<file path="src/design/sprite_quad_vertex_setup_core_macros.svh">
// Assertion helpers used by the datapath.
`ifndef SPRITE_QUAD_VERTEX_SETUP_CORE_MACROS_SVH
`define SPRITE_QUAD_VERTEX_SETUP_CORE_MACROS_SVH
`ifndef ASSERT_OFF
`define SQVS_ASSERT(lbl, prop, msg) \
  lbl: assert property (@(posedge clk_i) disable iff (!rst_ni) (prop)) else $error(msg);
`define SQVS_ASSERT_NR(lbl, prop, msg) \
  lbl: assert property (@(posedge clk_i) (prop)) else $error(msg);
`else
`define SQVS_ASSERT(lbl, prop, msg)
`define SQVS_ASSERT_NR(lbl, prop, msg)
`endif
`endif

</file>
<file path="src/design/sqvs_pkg.sv">
`default_nettype none
package sqvs_pkg;

  localparam int MaxSlots = 32;
  localparam int NumTex   = 32;
  localparam int InW      = 232;
  localparam int OutW     = 144;

  localparam logic [5:0]  SlotLimitReset = 6'd30;
  localparam logic [15:0] QuarterTurn    = 16'd16384;
  localparam logic [15:0] SineC1         = 16'd2320;
  localparam logic [15:0] SineC2         = 16'd21024;
  localparam logic [15:0] SineC3         = 16'd51472;

  typedef enum logic [3:0] {
    MUL_NONE, MUL_Z2, MUL_T1, MUL_T2, MUL_S, MUL_WC, MUL_HS, MUL_WS, MUL_HC
  } mul_op_e;

  typedef enum logic [1:0] {
    ST_IDLE, ST_SINE, ST_PROD, ST_EMIT
  } state_e;

  typedef struct packed {
    logic       accept;
    mul_op_e    mul_op;
    logic       phase;
    logic       emit;
    logic [1:0] corner;
  } ctrl_cmd_t;

  typedef struct packed {
    logic in_kind;
    logic in_ang_zero;
    logic out_free;
  } dp_status_t;

endpackage
`default_nettype wire

</file>
<file path="src/design/sqvs_ctrl.sv">
`default_nettype none
module sqvs_ctrl import sqvs_pkg::*; (
  input  wire        clk_i,
  input  wire        rst_ni,
  input  wire        in_valid_i,
  output logic       in_ready_o,
  input  dp_status_t status_i,
  output ctrl_cmd_t  cmd_o
);

  state_e     state_q, state_d;
  logic [1:0] step_q, step_d;
  logic       phase_q, phase_d;
  logic [1:0] corner_q, corner_d;

  always_ff @(posedge clk_i or negedge rst_ni) begin
    if (!rst_ni) begin
      state_q  <= ST_IDLE;
      step_q   <= 2'd0;
      phase_q  <= 1'b0;
      corner_q <= 2'd0;
    end else begin
      state_q  <= state_d;
      step_q   <= step_d;
      phase_q  <= phase_d;
      corner_q <= corner_d;
    end
  end

  always_comb begin
    state_d      = state_q;
    step_d       = step_q;
    phase_d      = phase_q;
    corner_d     = corner_q;
    in_ready_o   = 1'b0;
    cmd_o.accept = 1'b0;
    cmd_o.mul_op = MUL_NONE;
    cmd_o.phase  = phase_q;
    cmd_o.emit   = 1'b0;
    cmd_o.corner = corner_q;
    case (state_q)
      ST_IDLE: begin
        in_ready_o = 1'b1;
        if (in_valid_i) begin
          cmd_o.accept = 1'b1;
          step_d   = 2'd0;
          phase_d  = 1'b0;
          corner_d = 2'd0;
          if (!status_i.in_kind) begin
            state_d = status_i.in_ang_zero ? ST_EMIT : ST_SINE;
          end
        end
      end
      ST_SINE: begin
        case (step_q)
          2'd0:    cmd_o.mul_op = MUL_Z2;
          2'd1:    cmd_o.mul_op = MUL_T1;
          2'd2:    cmd_o.mul_op = MUL_T2;
          default: cmd_o.mul_op = MUL_S;
        endcase
        step_d = step_q + 2'd1;
        if (step_q == 2'd3) begin
          phase_d = 1'b1;
          if (phase_q) begin
            state_d = ST_PROD;
          end
        end
      end
      ST_PROD: begin
        case (step_q)
          2'd0:    cmd_o.mul_op = MUL_WC;
          2'd1:    cmd_o.mul_op = MUL_HS;
          2'd2:    cmd_o.mul_op = MUL_WS;
          default: cmd_o.mul_op = MUL_HC;
        endcase
        step_d = step_q + 2'd1;
        if (step_q == 2'd3) begin
          state_d = ST_EMIT;
        end
      end
      ST_EMIT: begin
        if (status_i.out_free) begin
          cmd_o.emit = 1'b1;
          corner_d   = corner_q + 2'd1;
          if (corner_q == 2'd3) begin
            state_d = ST_IDLE;
          end
        end
      end
      default: state_d = ST_IDLE;
    endcase
  end

endmodule
`default_nettype wire

</file>
<file path="src/design/sqvs_datapath.sv">
`default_nettype none
`include "sprite_quad_vertex_setup_core_macros.svh"
module sqvs_datapath import sqvs_pkg::*; (
  input  wire              clk_i,
  input  wire              rst_ni,
  input  wire  [InW-1:0]   in_data_i,
  input  wire              in_kind_i,
  input  wire              cfg_valid_i,
  input  wire  [5:0]       cfg_data_i,
  input  ctrl_cmd_t        cmd_i,
  output dp_status_t       status_o,
  input  wire              out_ready_i,
  output logic             out_valid_o,
  output logic [OutW-1:0]  out_data_o,
  output logic             out_last_o
);

  // Captured sprite.
  logic signed [23:0] x_q, y_q;
  logic [22:0] w_q, h_q;
  logic [15:0] u0_q, v0_q, du_q, dv_q, ang_q, dep_q;
  logic [4:0]  tex_q;
  logic [31:0] col_q;
  logic        added_q, full_q, zero_q;

  // Slot bookkeeping: a membership bit per texture slot mirrors the list.
  logic [5:0]        slot_limit_q;
  logic [5:0]        slot_count_q;
  logic [NumTex-1:0] slot_seen_q;
  logic [7:0]        lim;
  logic              found, room;

  // Arithmetic state.
  logic [14:0]        z2_q;
  logic [15:0]        t_q;
  logic signed [17:0] sn_q, cs_q;
  logic signed [41:0] wc_q, hs_q, ws_q, hc_q;

  logic               out_valid_q;
  logic [OutW-1:0]    out_data_q;
  logic               out_last_q;

  wire [15:0] in_ang = in_data_i[226:211];
  wire [4:0]  in_tex = in_data_i[162:158];

  assign lim   = ({2'b0, slot_limit_q} > 8'(MaxSlots)) ? 8'(MaxSlots) : {2'b0, slot_limit_q};
  assign found = slot_seen_q[in_tex];
  assign room  = {2'b0, slot_count_q} < lim;

  always_ff @(posedge clk_i or negedge rst_ni) begin
    if (!rst_ni) begin
      slot_limit_q <= SlotLimitReset;
      slot_count_q <= 6'd0;
      slot_seen_q  <= '0;
    end else begin
      if (cfg_valid_i) begin
        slot_limit_q <= cfg_data_i;
      end
      if (cmd_i.accept) begin
        if (in_kind_i) begin
          slot_count_q <= 6'd0;
          slot_seen_q  <= '0;
        end else if (!found && room) begin
          slot_count_q        <= slot_count_q + 6'd1;
          slot_seen_q[in_tex] <= 1'b1;
        end
      end
    end
  end

  always_ff @(posedge clk_i) begin
    if (cmd_i.accept && !in_kind_i) begin
      x_q     <= in_data_i[23:0];
      y_q     <= in_data_i[47:24];
      w_q     <= in_data_i[70:48];
      h_q     <= in_data_i[93:71];
      u0_q    <= in_data_i[125:110];
      v0_q    <= in_data_i[109:94];
      du_q    <= in_data_i[157:142];
      dv_q    <= in_data_i[141:126];
      tex_q   <= in_tex;
      col_q   <= in_data_i[194:163];
      dep_q   <= in_data_i[210:195];
      ang_q   <= in_ang;
      zero_q  <= (in_ang == 16'd0);
      added_q <= !found && room;
      full_q  <= !found && !room;
    end
  end

  // Quarter-wave argument for the sine or the cosine pass.
  logic [15:0] a_ph;
  logic [14:0] z;
  assign a_ph = cmd_i.phase ? ang_q + QuarterTurn : ang_q;
  assign z    = a_ph[14] ? 15'(QuarterTurn - {2'b0, a_ph[13:0]}) : {1'b0, a_ph[13:0]};

  logic signed [23:0] mul_a;
  logic signed [17:0] mul_b;
  logic signed [41:0] prod;
  logic [15:0]        prod_hi;

  always_comb begin
    mul_a = '0;
    mul_b = '0;
    case (cmd_i.mul_op)
      MUL_Z2: begin mul_a = {9'b0, z};     mul_b = {3'b0, z};    end
      MUL_T1: begin mul_a = {8'b0, SineC1}; mul_b = {3'b0, z2_q}; end
      MUL_T2: begin mul_a = {8'b0, t_q};   mul_b = {3'b0, z2_q}; end
      MUL_S:  begin mul_a = {8'b0, t_q};   mul_b = {3'b0, z};    end
      MUL_WC: begin mul_a = {1'b0, w_q};   mul_b = cs_q;         end
      MUL_HS: begin mul_a = {1'b0, h_q};   mul_b = sn_q;         end
      MUL_WS: begin mul_a = {1'b0, w_q};   mul_b = sn_q;         end
      MUL_HC: begin mul_a = {1'b0, h_q};   mul_b = cs_q;         end
      default: ;
    endcase
  end

  assign prod    = mul_a * mul_b;
  assign prod_hi = prod[29:14];

  logic signed [17:0] s_val;
  assign s_val = a_ph[15] ? -$signed({2'b0, prod_hi}) : $signed({2'b0, prod_hi});

  always_ff @(posedge clk_i) begin
    case (cmd_i.mul_op)
      MUL_Z2: z2_q <= prod[28:14];
      MUL_T1: t_q  <= SineC2 - prod_hi;
      MUL_T2: t_q  <= SineC3 - prod_hi;
      MUL_S: begin
        if (cmd_i.phase) cs_q <= s_val;
        else             sn_q <= s_val;
      end
      MUL_WC: wc_q <= prod;
      MUL_HS: hs_q <= prod;
      MUL_WS: ws_q <= prod;
      MUL_HC: hc_q <= prod;
      default: ;
    endcase
  end

  function automatic logic [23:0] sat24(input logic signed [27:0] v);
    if (v > 28'sd8388607)       return 24'h7FFFFF;
    else if (v < -28'sd8388608) return 24'h800000;
    else                        return v[23:0];
  endfunction

  logic               sx_pos, sy_pos;
  logic signed [43:0] bx, by, ax, ay;
  logic signed [25:0] zx, zy;
  logic [23:0]        px, py;
  logic [16:0]        su, sv;
  logic [15:0]        tu, tv;

  assign sx_pos = cmd_i.corner[1];
  assign sy_pos = ~(cmd_i.corner[1] ^ cmd_i.corner[0]);

  always_comb begin
    bx = (44'(x_q) <<< 16) + (44'($signed({1'b0, w_q})) <<< 15) + 44'sd32768;
    by = (44'(y_q) <<< 16) + (44'($signed({1'b0, h_q})) <<< 15) + 44'sd32768;
    ax = bx + (sx_pos ? 44'(wc_q) : -44'(wc_q)) - (sy_pos ? 44'(hs_q) : -44'(hs_q));
    ay = by + (sx_pos ? 44'(ws_q) : -44'(ws_q)) + (sy_pos ? 44'(hc_q) : -44'(hc_q));
    zx = 26'(x_q) + (sx_pos ? $signed({3'b0, w_q}) : 26'sd0);
    zy = 26'(y_q) + (sy_pos ? $signed({3'b0, h_q}) : 26'sd0);
    if (zero_q) begin
      px = sat24(28'(zx));
      py = sat24(28'(zy));
    end else begin
      px = sat24(ax[43:16]);
      py = sat24(ay[43:16]);
    end
    su = {1'b0, u0_q} + (sx_pos ? {1'b0, du_q} : 17'd0);
    sv = {1'b0, v0_q} + (sy_pos ? {1'b0, dv_q} : 17'd0);
    tu = su[16] ? 16'hFFFF : su[15:0];
    tv = sv[16] ? 16'hFFFF : sv[15:0];
  end

  always_ff @(posedge clk_i or negedge rst_ni) begin
    if (!rst_ni) begin
      out_valid_q <= 1'b0;
    end else if (cmd_i.emit) begin
      out_valid_q <= 1'b1;
    end else if (out_ready_i) begin
      out_valid_q <= 1'b0;
    end
  end

  always_ff @(posedge clk_i) begin
    if (cmd_i.emit) begin
      out_data_q <= {7'b0, full_q, added_q, dep_q, tex_q, col_q, tv, tu, py, px,
                     cmd_i.corner};
      out_last_q <= (cmd_i.corner == 2'd3);
    end
  end

  assign status_o.in_kind     = in_kind_i;
  assign status_o.in_ang_zero = (in_ang == 16'd0);
  assign status_o.out_free    = !out_valid_q || out_ready_i;
  assign out_valid_o = out_valid_q;
  assign out_data_o  = out_data_q;
  assign out_last_o  = out_last_q;

  `SQVS_ASSERT_NR(a_count_matches_set, $countones(slot_seen_q) == 32'(slot_count_q), "slot count out of step with slot set")
  `SQVS_ASSERT(a_emit_only_when_free, cmd_i.emit |-> status_o.out_free, "vertex overwrote a pending beat")
  `SQVS_ASSERT(a_accept_not_during_emit, !(cmd_i.accept && (cmd_i.emit || cmd_i.mul_op != MUL_NONE)), "item taken while busy")

endmodule
`default_nettype wire

</file>
<file path="src/design/sprite_quad_vertex_setup_core.sv">
// Sprite quad vertex setup.
// Slave stream: one beat per item. tuser is the kind (0 sprite, 1 begin frame);
// tdata carries the sprite description. A begin beat empties the texture slot
// list and produces no output.
// Master stream: four vertex beats per sprite, top-left, bottom-left,
// bottom-right, top-right; tlast marks the fourth.
// Configuration channel: cfg_data_i sets the slot limit; ready is always high.
// A rotated sprite first passes through the shared multiplier (two
// four-step sine polynomials and four corner products) before its first
// vertex, then gives one vertex per cycle while the receiver keeps up.
// A sprite with zero angle skips the multiplier.
// The next item is taken as soon as the fourth vertex sits in the output
// register, so its arithmetic overlaps the wait for the receiver.
// When the receiver stalls, vertices hold in the output register and the
// sequencer waits. Reset empties the slot list and sets the limit to 30;
// no output beat is pending after reset.
`default_nettype none
module sprite_quad_vertex_setup_core import sqvs_pkg::*; (
  input  wire              clk_i,
  input  wire              rst_ni,
  input  wire              s_axis_tvalid,
  output logic             s_axis_tready,
  // dest_x, dest_y, dest_w, dest_h, uv_origin, uv_extent, texture, color,
  // depth, angle
  input  wire  [InW-1:0]   s_axis_tdata,
  // kind
  input  wire              s_axis_tuser,
  output logic             m_axis_tvalid,
  input  wire              m_axis_tready,
  // corner, pos_x, pos_y, tex_u, tex_v, vertex_color, vertex_slot,
  // vertex_depth, slot_added, list_full
  output logic [OutW-1:0]  m_axis_tdata,
  output logic             m_axis_tlast,
  input  wire              cfg_valid_i,
  output logic             cfg_ready_o,
  input  wire  [5:0]       cfg_data_i
);

  ctrl_cmd_t  cmd;
  dp_status_t status;

  assign cfg_ready_o = 1'b1;

  sqvs_ctrl u_ctrl (
    .clk_i      (clk_i),
    .rst_ni     (rst_ni),
    .in_valid_i (s_axis_tvalid),
    .in_ready_o (s_axis_tready),
    .status_i   (status),
    .cmd_o      (cmd)
  );

  sqvs_datapath u_datapath (
    .clk_i       (clk_i),
    .rst_ni      (rst_ni),
    .in_data_i   (s_axis_tdata),
    .in_kind_i   (s_axis_tuser),
    .cfg_valid_i (cfg_valid_i),
    .cfg_data_i  (cfg_data_i),
    .cmd_i       (cmd),
    .status_o    (status),
    .out_ready_i (m_axis_tready),
    .out_valid_o (m_axis_tvalid),
    .out_data_o  (m_axis_tdata),
    .out_last_o  (m_axis_tlast)
  );

endmodule
`default_nettype wire

</file>
<file path="config.mk">
export PLATFORM = sky130hd
export DESIGN_NAME = sprite_quad_vertex_setup_core
export DESIGN_NICKNAME = d
export VERILOG_FILES = /design/src/design/sqvs_pkg.sv /design/src/design/sqvs_ctrl.sv /design/src/design/sqvs_datapath.sv /design/src/design/sprite_quad_vertex_setup_core.sv
export VERILOG_INCLUDE_DIRS = /design/src /design/src/design
export SDC_FILE = /design/constraint.sdc
export NUM_CORES = 2
export LEC_CHECK = 0
export BUFFER_PORTS_ARGS = -buffer_cell sky130_fd_sc_hd__buf_2
export CAP_MARGIN = 20
export CORE_MARGIN = 10
export CORE_UTILIZATION = 30
export CTS_BUF_LIST = sky130_fd_sc_hd__clkbuf_4 sky130_fd_sc_hd__clkbuf_8 sky130_fd_sc_hd__clkbuf_16
export CTS_CLUSTER_DIAMETER = 120
export DETAILED_ROUTE_END_ITERATION = 7
export MAX_ROUTING_LAYER = met4
export PLACE_DENSITY = 0.54
export SETUP_SLACK_MARGIN = 0.3
export SYNTH_ARGS = -nofsm -noshare
export SYNTH_HDL_FRONTEND = slang
export SYNTH_SLANG_ARGS = --single-unit
</file>
<file path="constraint.sdc">
create_clock -name clk_i -period 34.9 [get_ports clk_i]
set_input_delay 6.98 -clock clk_i [delete_from_list [all_inputs] [get_ports clk_i]]
set_output_delay 6.98 -clock clk_i [all_outputs]
set_load 0.02 [all_outputs]
</file>
==> reports/results.txt <==
The flow ran to the end, and the final reports show no timing, DRC or antenna violations. The clock-pin slew on the worst setup and hold paths came out at 0.06 ns. The setup slack after placement was 23.11 ns; the die boundary height was 440 um. Buffers placed on the I/O ports in this run total 378. After layout, the worst setup slack is 22.96 ns.

Worst min-delay path class: reg -> reg. The run gives 0.921 as the final RePlAce weighted congestion. The largest total area in the synthesized netlist belongs to sky130_fd_sc_hd__edfxtp_1. The area share of the largest cell type after synthesis works out to 0.342. Ranked by total cell area, the synthesized netlist is headed by sky130_fd_sc_hd__edfxtp_1 34%, sky130_fd_sc_hd__fa_1 15%, sky130_fd_sc_hd__ha_1 11%, sky130_fd_sc_hd__inv_1 4.6%, sky130_fd_sc_hd__xnor2_1 3.7%. The count of flip-flops with a built-in enable after synthesis is 603.

TritonCTS built the clock tree. The max-slew violation count is 0. The buffering stage count on the worst path with inverters included is 9, and the starting utilization of the core area is 0.301. The most numerous cell on the critical path is sky130_fd_sc_hd__inv_1. 392 I/O pins were placed. The DRC violation total after the first TritonRoute iteration is 2331.

The slowest cell on the critical path is sky130_fd_sc_hd__a222oi_1. Clock skew on the completed layout was measured at 0.0362 ns. The endpoint arrival time on the critical path was 12.34 ns; the fraction of registers with async set or reset after synthesis was 0.0794.

The critical path is of the reg -> reg type. The total overflow left after global routing is 0. The final number of hold-violating endpoints is 0.

The HPWL reported at the end of detailed placement is 133 mm, and the worst reg-to-reg path cell count is 36. The top cell family by delay on the critical path is adder cells. In the synthesized netlist, the number of instances is 5081.

For the finished layout, the period the worst path requires is 11.94 ns. The H-tree generated during clock tree synthesis spans 3 levels. The logs give 73 for the number of buffers created by CTS and 0 for the post-cts sizing count. For the row count, the log shows 154.

The run gives 0 as the final number of setup-violating endpoints. The top flip-flop cell by instance count after synthesis was sky130_fd_sc_hd__edfxtp_1. The data required time of the worst path was 35.30 ns.

Synthesis instantiated 89 different standard cells from the library. The die covers 194000 um2. The relative max-transition margin is 0.152.

The sequential element share of the synthesized area was 0.367. The logs give 6 for the initial antenna violation count and 6590 for the number of nets in the layout. The post-detailed-route via-to-cell ratio is 4.94, and the end-of-flow core utilization is 0.344.

Setup repair after global routing left no endpoint under its margin. The synthesized area per cell came out at 10.4 um2. The number of global-route vias before repair was 39500; the filler cell count in the final layout was 17600. In this run the critical register-to-register path is launched from u_ctrl.state_q[0]. The critical path ends at u_datapath.t_q[12]. The capturing element type of the critical path was a flop. Entering global routing, the biggest net connects 138 pins. The number of maximum-capacitance constraint violations is 0. For this run, the slowest stage of the critical path takes 0.92 ns. The average wire length per cell after detail routing was 20.8 um; the total setup buffers inserted after CTS was 0. The synthesized design contains 655 register bits. Yosys printed 0 warnings.

Global routing usage summed across all routing layers: 0.169. The first TritonRoute pass finished after 6 iterations. Across all layers, the routed design uses 38900 vias.

For the remaining number of nets flagged by the antenna check after routing, the log shows 0. No sink is reached through more buffers than the 3 on the longest clock path. The wire length of the first global-routing pass is 243 mm, and the area added between synthesis and finish is 14.1%.

The run gives 163 mm as the total length of routed wires. The worst setup path is launched from a flop. The run gives 176000 um2 as the core area. For the final routed database, the setup TNS stands at 0 ns. In this run the number of cells on the critical path is 36. In the routed design, unresolved DRC markers number 0.

Across all register-to-register paths, the minimum setup slack is 22.96 ns. The ratio of cells with drive above 1 in the final layout was 0.119; the top achievable clock speed was 83.7 MHz. Buffers inserted to repair hold after CTS numbered 0. The critical path launch point was u_ctrl.state_q[0].

Clock latency on the worst-skew pair: 0.68 ns. The tools report the root buffer cell as sky130_fd_sc_hd__clkbuf_16. Maximum net fanout on the critical path: 36. The part of the cycle the worst path needs is 0.342. The clock net in this run drives a total of 655 sinks. The endpoint identified for the worst register-to-register timing path is u_datapath.t_q[12]. Counting instances, the worst hold path has a depth of 0.

From left edge to right edge, the die measures 440 um. After synthesis the cells add up to 53000 um2. At the pin with the least slew margin, the transition time is 1.27 ns.
==> flip-flops by register name, indices dropped and copies added, names as in the netlist, 23 cells and up <==
name,count
u_datapath.w_q,23
u_datapath.slot_seen_q,32
u_datapath.y_q,24
u_datapath.col_q,32
u_datapath.wc_q,42
u_datapath.hs_q,42
u_datapath.hc_q,42
u_datapath.ws_q,42
u_datapath.out_data_o,137
u_datapath.x_q,24
u_datapath.h_q,23
==> cells in the mapped netlist (23+ instances only) <==
| master | instances |
|---|---|
| sky130_fd_sc_hd__ha_1 | 482 |
| sky130_fd_sc_hd__nor3_1 | 70 |
| sky130_fd_sc_hd__nand4_1 | 23 |
| sky130_fd_sc_hd__fa_1 | 398 |
| sky130_fd_sc_hd__nor4_1 | 29 |
| sky130_fd_sc_hd__clkbuf_1 | 115 |
| sky130_fd_sc_hd__o21bai_1 | 29 |
| sky130_fd_sc_hd__nand2b_1 | 37 |
| sky130_fd_sc_hd__o31ai_1 | 31 |
| sky130_fd_sc_hd__a21oi_1 | 318 |
| sky130_fd_sc_hd__or3_1 | 34 |
| sky130_fd_sc_hd__a22oi_1 | 35 |
| sky130_fd_sc_hd__nand2_1 | 496 |
| sky130_fd_sc_hd__a21o_1 | 91 |
| sky130_fd_sc_hd__nor2_1 | 358 |
| sky130_fd_sc_hd__xor2_1 | 167 |
| sky130_fd_sc_hd__inv_1 | 642 |
| sky130_fd_sc_hd__nand3_1 | 54 |
| sky130_fd_sc_hd__o21ai_0 | 177 |
| sky130_fd_sc_hd__dfrtp_1 | 48 |
| sky130_fd_sc_hd__and3_1 | 45 |
| sky130_fd_sc_hd__nor2b_1 | 79 |
| sky130_fd_sc_hd__a31oi_1 | 27 |
| sky130_fd_sc_hd__xnor2_1 | 221 |
| sky130_fd_sc_hd__and2_1 | 90 |
| sky130_fd_sc_hd__edfxtp_1 | 603 |
==> how the worst min path moves through the flow <==
| stage | from | endpoint | slack (ns) |
|---|---|---|---|
| global route | u_datapath.col_q[13] | u_datapath.out_data_o[95] | 0.43 |
| floorplan | u_datapath.col_q[18] | u_datapath.out_data_o[100] | 0.40 |
| detailed placement | u_datapath.col_q[19] | u_datapath.out_data_o[101] | 0.40 |
| global placement | u_datapath.col_q[17] | u_datapath.out_data_o[99] | 0.40 |
| finish | u_datapath.dep_q[8] | u_datapath.out_data_o[127] | 0.42 |
| CTS | u_datapath.col_q[13] | u_datapath.out_data_o[95] | 0.42 |
==> cell families after synthesis <==
kind of cell / synth area share
compound gates: 0.114
xor+xnor: 0.0646
simple gates: 0.125
flops: 0.367
fa+ha+maj: 0.264
other cells: 0.000142
mux: 0.00777
buf+inv: 0.0570
==> metal layers <==
layer | share of wire | track usage
met1 | 0.40 | 0.199
met2 | 0.48 | 0.283
met3 | 0.057 | 0.0228
met4 | 0.055 | 0.0828
met5 | 0 | -
==> stage by stage <==
stage                     std cells  hold WS, ns  area, um2
final                          7874        0.415      60400
after global routing           7868        0.425      60400
after CTS                      7865        0.418      60400
after detailed placement       7731        0.405      57800
after global placement         7730        0.400      57800
after floorplan                5087        0.400      53000
==> area by class of cell <==
| cell class | count | area (um2) | share of cell area |
|---|---|---|---|
| Sequential cell | 655 | 19400 | 0.321 |
| Clock buffer | 87 | 2000 | 0.0332 |
| Timing Repair Buffer | 448 | 2430 | 0.0402 |
| Inverter | 644 | 2420 | 0.0400 |
| Tap cell | 2340 | 2930 | 0.0484 |
| Antenna cell | 9 | 22.5 | 0.000373 |
| Clock inverter | 47 | 577 | 0.00954 |
| Multi-Input combinational cell | 3644 | 30600 | 0.507 |
==> placed cells by master, fill, tap and decap left out, types with 91 or more instances in the layout <==
cell type                  Yosys  final
sky130_fd_sc_hd__fa_1        398    398
sky130_fd_sc_hd__nor2_1      358    355
sky130_fd_sc_hd__nand2_1     496    496
sky130_fd_sc_hd__xor2_1      167    167
sky130_fd_sc_hd__o21ai_0     177    176
sky130_fd_sc_hd__edfxtp_1    603    603
sky130_fd_sc_hd__inv_1       642    642
sky130_fd_sc_hd__xnor2_1     221    220
sky130_fd_sc_hd__a21oi_1     318    318
sky130_fd_sc_hd__a21o_1       91     91
sky130_fd_sc_hd__ha_1        482    481
sky130_fd_sc_hd__buf_2         6    378
Power is left out: the tool's default activity adds up to more than one toggle a clock period on the data nets, which glitch-free logic cannot reach.
